<file path="src/hw/rtl/pacn_pkg.sv">
// Shared types and constants of the path attribute set canonicalizer.
package pacn_pkg;

   localparam int MaxAttrs = 32;
   localparam int IdxW = $clog2(MaxAttrs);
   localparam int CntW = $clog2(MaxAttrs + 1);
   localparam int OffW = 22;

   localparam logic [7:0] LongLenLimit = 8'd255;
   localparam logic [OffW-1:0] BaseHdrBytes = 22'd3;

   localparam logic [3:0] ClsOptTrans = 4'b0001;
   localparam logic [3:0] ClsOptNonTrans = 4'b0010;
   localparam logic [3:0] ClsWellKnown = 4'b0100;
   localparam logic [3:0] ClsDuplicate = 4'b1000;

   typedef struct packed {
      logic [7:0]      flags;
      logic [7:0]      atype;
      logic [15:0]     length;
      logic [IdxW-1:0] src;
   } entry_type;

   // Commands from the controller to the datapath.
   typedef struct packed {
      logic load;
      logic scan;
      logic emit;
      logic first;
      logic final_step;
      logic [IdxW-1:0] step;
   } cmd_type;

endpackage

</file>
<file path="src/hw/rtl/path_attribute_set_canonicalizer.sv">
// Top level: configuration register, controller and datapath.
//
// Headers load one per cycle while busy is low; each that fits is inserted in type order
// into a 32-entry register row as it arrives. The item marked last then starts two passes
// over the row, each rotating all 32 entries once: a scan pass that classifies the set
// and totals the stash, and an emit pass that drives one result per kept header, or a
// single empty-set result when none is kept. Busy stays high through both passes;
// results come at most one per cycle during the emit pass, with gaps where headers are
// dropped, the final one possibly appearing only once busy has fallen, and they cannot
// be stalled.
module path_attribute_set_canonicalizer import pacn_pkg::*; (
   input  logic        clock,
   input  logic        reset,
   input  logic        start,
   output logic        busy,
   input  logic [7:0]  req_attr_flags,
   input  logic [7:0]  req_attr_type,
   input  logic [15:0] req_attr_length,
   input  logic        req_set_last,
   output logic        rsp_valid,
   output logic [7:0]  rsp_out_flags,
   output logic [7:0]  rsp_out_type,
   output logic [15:0] rsp_out_length,
   output logic [4:0]  rsp_source_index,
   output logic [21:0] rsp_stash_offset,
   output logic [21:0] rsp_stash_total,
   output logic [3:0]  rsp_set_class,
   output logic        rsp_set_empty,
   output logic        rsp_overflowed,
   output logic        rsp_last_out,
   input  logic        psel,
   input  logic        penable,
   input  logic        pwrite,
   input  logic [2:0]  paddr,
   input  logic [31:0] pwdata,
   output logic [31:0] prdata,
   output logic        pready
);

   cmd_type cmd;
   logic    filter_ff, filter_in;

   assign pready = 1'b1;
   assign prdata = (paddr[2] == 1'b0) ? {31'd0, filter_ff} : 32'd0;

   always_comb begin
      filter_in = filter_ff;
      if (psel && penable && pwrite && paddr[2] == 1'b0) filter_in = pwdata[0];
   end

   always_ff @(posedge clock) begin
      if (reset) filter_ff <= 1'b1;
      else filter_ff <= filter_in;
   end

   pacn_ctrl u_ctrl (
      .clock    (clock),
      .reset    (reset),
      .start    (start),
      .set_last (req_set_last),
      .busy     (busy),
      .cmd      (cmd)
   );

   pacn_datapath u_datapath (
      .clock            (clock),
      .reset            (reset),
      .cmd              (cmd),
      .filter           (filter_ff),
      .in_flags         (req_attr_flags),
      .in_type          (req_attr_type),
      .in_length        (req_attr_length),
      .rsp_valid        (rsp_valid),
      .rsp_out_flags    (rsp_out_flags),
      .rsp_out_type     (rsp_out_type),
      .rsp_out_length   (rsp_out_length),
      .rsp_source_index (rsp_source_index),
      .rsp_stash_offset (rsp_stash_offset),
      .rsp_stash_total  (rsp_stash_total),
      .rsp_set_class    (rsp_set_class),
      .rsp_set_empty    (rsp_set_empty),
      .rsp_overflowed   (rsp_overflowed),
      .rsp_last_out     (rsp_last_out)
   );

endmodule

</file>
<file path="src/hw/rtl/pacn_ctrl.sv">
// Controller state machine: load, scan pass and emit pass sequencing.
module pacn_ctrl import pacn_pkg::*; (
   input  logic    clock,
   input  logic    reset,
   input  logic    start,
   input  logic    set_last,
   output logic    busy,
   output cmd_type cmd
);

   typedef enum logic [2:0] {
      IDLE = 3'b001,
      SCAN = 3'b010,
      EMIT = 3'b100
   } state_type;

   state_type       state_ff, state_in;
   logic [IdxW-1:0] step_ff, step_in;
   logic            at_end;

   assign at_end = (step_ff == IdxW'(MaxAttrs - 1));
   assign busy = (state_ff != IDLE);

   always_comb begin
      state_in = state_ff;
      step_in = step_ff;
      cmd = '0;
      cmd.step = step_ff;
      cmd.first = (step_ff == '0);
      cmd.final_step = at_end;
      unique case (state_ff)
         IDLE: begin
            step_in = '0;
            if (start) begin
               cmd.load = 1'b1;
               if (set_last) state_in = SCAN;
            end
         end
         SCAN: begin
            cmd.scan = 1'b1;
            step_in = step_ff + 1'b1;
            if (at_end) state_in = EMIT;
         end
         EMIT: begin
            cmd.emit = 1'b1;
            step_in = step_ff + 1'b1;
            if (at_end) state_in = IDLE;
         end
         default: state_in = IDLE;
      endcase
   end

   always_ff @(posedge clock) begin
      if (reset) begin
         state_ff <= IDLE;
         step_ff <= '0;
      end else begin
         state_ff <= state_in;
         step_ff <= step_in;
      end
   end

endmodule

</file>
<file path="src/hw/rtl/pacn_datapath.sv">
// Datapath: sorted header row, classification and canonical result registers.
module pacn_datapath import pacn_pkg::*; (
   input  logic            clock,
   input  logic            reset,
   input  cmd_type         cmd,
   input  logic            filter,
   input  logic [7:0]      in_flags,
   input  logic [7:0]      in_type,
   input  logic [15:0]     in_length,
   output logic            rsp_valid,
   output logic [7:0]      rsp_out_flags,
   output logic [7:0]      rsp_out_type,
   output logic [15:0]     rsp_out_length,
   output logic [4:0]      rsp_source_index,
   output logic [OffW-1:0] rsp_stash_offset,
   output logic [OffW-1:0] rsp_stash_total,
   output logic [3:0]      rsp_set_class,
   output logic            rsp_set_empty,
   output logic            rsp_overflowed,
   output logic            rsp_last_out
);

   entry_type       row_ff [MaxAttrs];
   entry_type       row_in [MaxAttrs];
   logic            le     [MaxAttrs];
   logic [CntW-1:0] count_ff, count_in;
   logic            ovf_ff, ovf_in;
   logic [7:0]      prev_ff;
   logic [3:0]      cls_ff, cls_in;
   logic [CntW-1:0] nk_ff, nk_in;
   logic [OffW-1:0] total_ff, total_in;
   logic [OffW-1:0] off_ff, off_in;
   logic [CntW-1:0] sent_ff, sent_in;

   logic            valid_ff, valid_in;
   logic [7:0]      oflags_ff, oflags_in, otype_ff, otype_in;
   logic [15:0]     olen_ff, olen_in;
   logic [4:0]      osrc_ff, osrc_in;
   logic [OffW-1:0] ooff_ff, ooff_in, otot_ff, otot_in;
   logic [3:0]      ocls_ff, ocls_in;
   logic            oempty_ff, oempty_in, oovf_ff, oovf_in, olast_ff, olast_in;

   entry_type       cur, nxt;
   logic            active, has_next, dup, keep, ext, room, is_last;
   logic [OffW-1:0] hsize;
   logic [3:0]      kind;

   assign room = (count_ff < CntW'(MaxAttrs));

   // Stable insertion: a new header goes after every stored one of equal or lower type.
   always_comb begin
      for (int i = 0; i < MaxAttrs; i++) begin
         le[i] = (CntW'(i) < count_ff) && (row_ff[i].atype <= in_type);
      end
      for (int i = 0; i < MaxAttrs; i++) begin
         row_in[i] = row_ff[i];
         if (cmd.load && room) begin
            if (!le[i] && (i == 0 || le[(i == 0) ? 0 : i - 1])) begin
               row_in[i].flags = in_flags;
               row_in[i].atype = in_type;
               row_in[i].length = in_length;
               row_in[i].src = count_ff[IdxW-1:0];
            end else if (!le[i] && i > 0) begin
               row_in[i] = row_ff[(i == 0) ? 0 : i - 1];
            end
         end else if (cmd.scan || cmd.emit) begin
            row_in[i] = row_ff[(i + 1) % MaxAttrs];
         end
      end
   end

   assign cur = row_ff[0];
   assign nxt = row_ff[1 % MaxAttrs];
   assign active = ({1'b0, cmd.step} < count_ff);
   assign has_next = (CntW'(cmd.step) + 1'b1 < count_ff);
   assign dup = (!cmd.first && prev_ff == cur.atype) || (has_next && nxt.atype == cur.atype);
   assign keep = !filter || (!dup && cur.flags[7] && cur.flags[6]);
   assign ext = (cur.length > {8'd0, LongLenLimit});
   assign hsize = BaseHdrBytes + OffW'(ext) + OffW'(cur.length);
   assign is_last = ((cmd.first ? '0 : sent_ff) + 1'b1 == nk_ff);

   always_comb begin
      if (!cur.flags[7]) kind = ClsWellKnown;
      else if (cur.flags[6]) kind = ClsOptTrans;
      else kind = ClsOptNonTrans;
   end

   always_comb begin
      count_in = count_ff;
      ovf_in = ovf_ff;
      cls_in = cls_ff;
      nk_in = nk_ff;
      total_in = total_ff;
      off_in = off_ff;
      sent_in = sent_ff;
      valid_in = 1'b0;
      oflags_in = oflags_ff;
      otype_in = otype_ff;
      olen_in = olen_ff;
      osrc_in = osrc_ff;
      ooff_in = ooff_ff;
      otot_in = otot_ff;
      ocls_in = ocls_ff;
      oempty_in = oempty_ff;
      oovf_in = oovf_ff;
      olast_in = olast_ff;
      if (cmd.load) begin
         if (room) count_in = count_ff + 1'b1;
         else ovf_in = 1'b1;
      end
      if (cmd.scan) begin
         if (cmd.first) begin
            cls_in = '0;
            nk_in = '0;
            total_in = '0;
         end
         if (active) begin
            cls_in = cls_in | kind |
                     ((!cmd.first && prev_ff == cur.atype) ? ClsDuplicate : 4'd0);
            if (keep) begin
               nk_in = nk_in + 1'b1;
               total_in = total_in + hsize;
            end
         end
      end
      if (cmd.emit) begin
         if (cmd.first) begin
            off_in = '0;
            sent_in = '0;
         end
         if (cmd.first && nk_ff == '0) begin
            valid_in = 1'b1;
            oflags_in = '0;
            otype_in = '0;
            olen_in = '0;
            osrc_in = '0;
            ooff_in = '0;
            otot_in = '0;
            ocls_in = '0;
            oempty_in = 1'b1;
            oovf_in = ovf_ff;
            olast_in = 1'b1;
         end else if (active && keep) begin
            valid_in = 1'b1;
            oflags_in = {cur.flags[7:6], cur.flags[5] | filter, ext, 4'd0};
            otype_in = cur.atype;
            olen_in = cur.length;
            osrc_in = 5'(cur.src);
            ooff_in = off_in;
            otot_in = is_last ? total_ff : '0;
            ocls_in = filter ? ClsOptTrans : cls_ff;
            oempty_in = 1'b0;
            oovf_in = ovf_ff;
            olast_in = is_last;
            off_in = off_in + hsize;
            sent_in = sent_in + 1'b1;
         end
         if (cmd.final_step) begin
            count_in = '0;
            ovf_in = 1'b0;
         end
      end
   end

   always_ff @(posedge clock) begin
      if (reset) begin
         count_ff <= '0;
         ovf_ff <= 1'b0;
         valid_ff <= 1'b0;
      end else begin
         count_ff <= count_in;
         ovf_ff <= ovf_in;
         valid_ff <= valid_in;
      end
   end

   always_ff @(posedge clock) begin
      for (int i = 0; i < MaxAttrs; i++) row_ff[i] <= row_in[i];
      if (cmd.scan || cmd.emit) prev_ff <= cur.atype;
      cls_ff <= cls_in;
      nk_ff <= nk_in;
      total_ff <= total_in;
      off_ff <= off_in;
      sent_ff <= sent_in;
      oflags_ff <= oflags_in;
      otype_ff <= otype_in;
      olen_ff <= olen_in;
      osrc_ff <= osrc_in;
      ooff_ff <= ooff_in;
      otot_ff <= otot_in;
      ocls_ff <= ocls_in;
      oempty_ff <= oempty_in;
      oovf_ff <= oovf_in;
      olast_ff <= olast_in;
   end

   assign rsp_valid = valid_ff;
   assign rsp_out_flags = oflags_ff;
   assign rsp_out_type = otype_ff;
   assign rsp_out_length = olen_ff;
   assign rsp_source_index = osrc_ff;
   assign rsp_stash_offset = ooff_ff;
   assign rsp_stash_total = otot_ff;
   assign rsp_set_class = ocls_ff;
   assign rsp_set_empty = oempty_ff;
   assign rsp_overflowed = oovf_ff;
   assign rsp_last_out = olast_ff;

endmodule

</file>
<file path="config.mk">
export PLATFORM = sky130hd
export DESIGN_NAME = path_attribute_set_canonicalizer
export DESIGN_NICKNAME = d
export VERILOG_FILES = /design/src/hw/rtl/pacn_pkg.sv /design/src/hw/rtl/path_attribute_set_canonicalizer.sv /design/src/hw/rtl/pacn_ctrl.sv /design/src/hw/rtl/pacn_datapath.sv
export SDC_FILE = /design/constraint.sdc
export NUM_CORES = 2
export LEC_CHECK = 0
export ABC_AREA = 1
export BUFFER_PORTS_ARGS = -buffer_cell sky130_fd_sc_hd__buf_2
export CAP_MARGIN = 40
export CORE_AREA = 2 2 393 395
export DETAILED_ROUTE_END_ITERATION = 10
export DIE_AREA = 0 0 395 397
export GPL_ROUTABILITY_DRIVEN = 0
export SLEW_MARGIN = 20
export SYNTH_ARGS = -nofsm -noshare
export SYNTH_HDL_FRONTEND = slang
export SYNTH_SLANG_ARGS = --single-unit
</file>
<file path="constraint.sdc">
create_clock -name clock -period 6.99 [get_ports clock]
set_input_delay 0.699 -clock clock [delete_from_list [all_inputs] [get_ports clock]]
set_output_delay 0.699 -clock clock [all_outputs]
set_load 0.005 [all_outputs]
</file>
==> results.tsv <==
stage	metric	value	unit
drt	DRC	0	
timing	fin crit share	0.646	
floorplan	chip height	397	um
synth	post-synthesis instance area	0.0683	mm^2
layout	Final Util	0.492	
setup_path	Max stage delay on crit path	0.54	ns
cts	Worst-path clk slew	0.06	ns
timing	final worst slack	2.47	ns
grt	largest net degree at the start of global routing	265	
power	pwr dens	457	mW/mm^2
timing	Max-slew headroom	0.284	
setup_path	CP Launch Type	register	
hold_path	hold crit path type	in2reg	
layout	share of post-route cells with drive strength above 1	0.0768	
cts	CTS hold repair buffers	0	
setup_path	CP max-delay cell	edfxtp_1	
drt	DRT Pass-1 Iters	7	
grt	GR Overflow Total	0	
grt	GRT Util Overall	0.270	
synth	Seq cells post-synth	1193	
grt	first-pass GRT wire length	330000	um
layout	Cell Count, Final, Fillers Out	9824	
floorplan	DIE WIDTH	395	um
synth	Post-synth top flop	edfxtp_1	
timing	Setup TNS	0	ns
timing	setup violators final	0	
timing	Clock Skews	0.0231	ns
floorplan	Core Region	0.153	mm^2
floorplan	Initial Util	0.446	
cts	Num Clock Sinks	1193	
synth	Netlist cell types	57	
layout	layout net count	8057	
drt	Wirelength per Cell	22.1	um
layout	Layout area overhead	10.1	%
layout	layout filler cell count	14338	
setup_path	critical path's top delay family	simple AND/OR/NAND/NOR gates	
floorplan	num ports	197	
cts	H-tree depth	4	
timing	fmax	0.221	GHz
setup_path	critical path peak fanout	7	
place	Setup WS pre-CTS	2.12	ns
synth	Post-Synth Adder-Cell Area	0.0571	
cts	Root Buffer	clkbuf_16	
flow_run	max_cap viols	0	
setup_path	Crit path buffers/inverters	7	
floorplan	die area	0.157	mm^2
cts	setup bufs post-CTS	0	
synth	mux cell area share after synthesis	0	
drt	post-route ant nets	0	
synth	Synth Area in Compound Gates	0.205	
synth	post-synthesis async set-or-reset flop share	0	
grt	initial antenna violation count	5	
place	hpwl dp	149000	um
power	leakage	30.1	nW
drt	Routed Wire Length	217000	um
cts	post-CTS resize count	0	
setup_path	cell chain of the critical path	nor4_1, nand2_1, inv_1, ha_1, inv_1, fa_1, inv_1, nand2_1, a21oi_4, nand4_1, nor4_1, buf_2, ha_1, inv_1, nor2_1, inv_1, nor2_1, o21ai_0, nand2_1, nand2_1, xor2_1, inv_1	
layout	Final Cell Area	0.0752	mm^2
setup_path	Worst Path Class, Setup	reg2reg	
setup_path	Crit. End Element	register	
place	Buffers on Ports	122	
timing	Final Critical Period	4.52	ns
synth	EDFF count, synth	1176	
grt	vias in the first global route	53174	
synth	Mapped Cells	7811	
place	dpl cells	9573	
setup_path	Worst Path Required	7.52	ns
timing	RSZ-0062 raised after global routing	false	
power	Peak VDD IR	0.315	mV
synth	simple-gate area share of the yosys netlist	0.130	
synth	main combinational cell family by area after synthesis	compound AO/OA/AOI/OAI gates	
layout	footprint of the multi-input gates	0.0274	mm^2
synth	Mean Syn Cell Area	8.74	um^2
place	placed cell area	0.0708	mm^2
timing	Hold Vio Cnt, Final	0	
cts	clk buf depth	3	
synth	part of the Yosys area used for sequential elements	0.522	
timing	worst slew pin tran	1.07	ns
layout	Reg area	0.0357	mm^2
setup_path	CP arrival	5.05	ns
synth	xor and xnor area share after synthesis	0.00590	
floorplan	Cell Rows	144	
setup_path	CP dominant cell by count	inv_1	
synth	Ys Warns	0	
timing	fin. max-slew vios	0	
run_status	status	finished clean	
cts	CTS Buf Count	139	
cts	CTS tree	done	
drt	Via Count	56908	
drt	initial DRC count	6581	
drt	Vias per Instance	5.79	
cts	Clock Latency Late Sink	0.77	ns
-- cell usage in the layout (no fill, tap or decap), types with 5 or more instances in the layout --
master and n:
conb_1 36, buf_12 21, nor2_1 735, xnor2_1 22, xor2_1 24, o22ai_1 127, nand4_1 22, bufinv_16 9
nand3_1 122, nor2_2 38, clkbuf_16 142, a21o_1 7, clkinv_2 18, nor2_4 7, clkbuf_1 44, nand2_2 21
inv_2 26, dfxtp_1 13, o21ai_1 222, nor3_1 73, buf_2 123, inv_6 6, ha_1 307, nand2_1 1130
buf_8 5, nand3_2 15, a21oi_1 554, o21ai_0 1735, buf_4 109, o21ai_2 7, inv_1 723, clkinv_1 32
edfxtp_1 1176, nor4_1 7, o211ai_1 38, buf_16 18, or2_2 7
-- registers in the layout (all words and copies together) (netlist names), 3 cells and up --
name	cells
u_datapath.cls_ff	4
u_datapath.row_ff	1024
u_ctrl.state_ff	3
u_datapath.prev_ff	8
u_datapath.rsp_set_class	4
u_datapath.rsp_out_length	16
u_datapath.rsp_out_flags	4
u_datapath.rsp_stash_offset	22
u_datapath.rsp_out_type	8
u_datapath.off_ff	22
u_datapath.rsp_stash_total	22
u_datapath.sent_ff	6
u_datapath.nk_ff	6
u_datapath.total_ff	22
u_datapath.count_ff	6
u_datapath.rsp_source_index	5
u_ctrl.step_ff	5
-- worst min-delay path, delay by kind of cell --
family | cells | cell delay [ns]
buf+inv | 1 | 0.08
simple gates | 1 | 0.04
compound gates | 1 | 0.06
-- kinds of logic (layout without fill, tap and decap cells) --
kind of cell | after synthesis | count (layout)
buffers and inverters | 1351 | 1283
DFF | 1193 | 1193
xor gates and xnor gates | 46 | 46
adders and majority gates | 310 | 310
and+or+nand+nor | 2192 | 2192
AOI/OAI and AO/OA | 2717 | 2717
other | 2 | 39
-- power by group --
part           internal, W  switching (W)  leakage, nW  total, W
combinational      0.00367        0.00848         16.6    0.0122
clock              0.00407        0.00299         2.09   0.00707
sequential          0.0131        0.00210         11.4    0.0152
-- cell type report --
| class | count | share of cell area |
|---|---|---|
| sequential | 1193 | 0.474 |
| multi-input combinational | 5301 | 0.364 |
| clock buffer | 187 | 0.0496 |
| inverter | 762 | 0.0382 |
| tap | 2044 | 0.0340 |
| timing repair buffer | 276 | 0.0322 |
| clock inverter | 58 | 0.00724 |
| antenna | 3 | 0.0000998 |
-- Yosys cell counts (3+ instances only) --
master	number	share of area
xnor2_1	22	0.0028
nor2_1	737	0.041
o21ai_0	1735	0.13
nor3_1	74	0.0054
a21oi_1	555	0.041
dfxtp_1	17	0.0050
o21ai_1	223	0.016
o21ai_2	6	0.00077
o211ai_1	38	0.0042
buf_1	18	0.00099
a21boi_0	3	0.00033
inv_1	735	0.040
clkbuf_2	5	0.00037
xor2_1	24	0.0031
a31oi_1	4	0.00037
ha_1	307	0.056
nand2_2	19	0.0017
buf_2	125	0.0092
nor2_2	38	0.0035
o22ai_1	127	0.012
a21o_1	7	0.00077
nor4_1	7	0.00064
o21a_1	3	0.00033
nand4_1	22	0.0020
nand2_1	1133	0.062
buf_6	4	0.00066
or2_2	7	0.00064
nor2_4	5	0.00082
inv_2	24	0.0013
nand3_2	15	0.0022
edfxtp_1	1176	0.52
o21bai_1	4	0.00044
nand3_1	122	0.0089
nor3_2	3	0.00044
fa_1	3	0.00088
clkbuf_1	394	0.022
buf_4	42	0.0046
-- worst paths after layout --
check                                            endpoint  slack, ns                      from  depth (start not counted)
worst max-delay path                u_datapath.off_ff[20]       2.47  u_datapath.row_ff[0][19]                         22
worst min-delay path                            filter_ff       0.16                 pwdata[0]                          3
worst max register to register      u_datapath.off_ff[20]       2.47  u_datapath.row_ff[0][19]                         22
worst min register to register  u_datapath.rsp_overflowed       0.44         u_datapath.ovf_ff                          0
-- stage by stage --
step	power (W)	hold slack [ns]
floorplan	0.0225	0.409
CTS	0.0341	0.125
detailed placement	0.0271	0.424
global route	0.0365	0.153
global placement	0.0266	0.423
finish	0.0344	0.158
-- layer usage --
| layer | wire [um] | GRT usage | vias up |
|---|---|---|---|
| met3 | 17700 | 0.0372 | 406 |
| met4 | 8460 | 0.105 | 6 |
| met2 | 93300 | 0.399 | 2616 |
| met1 | 97900 | 0.400 | 27128 |
| li1 | - | - | 26752 |
| met5 | 38 | 0 | - |
(Power assumes the default switching activity.)
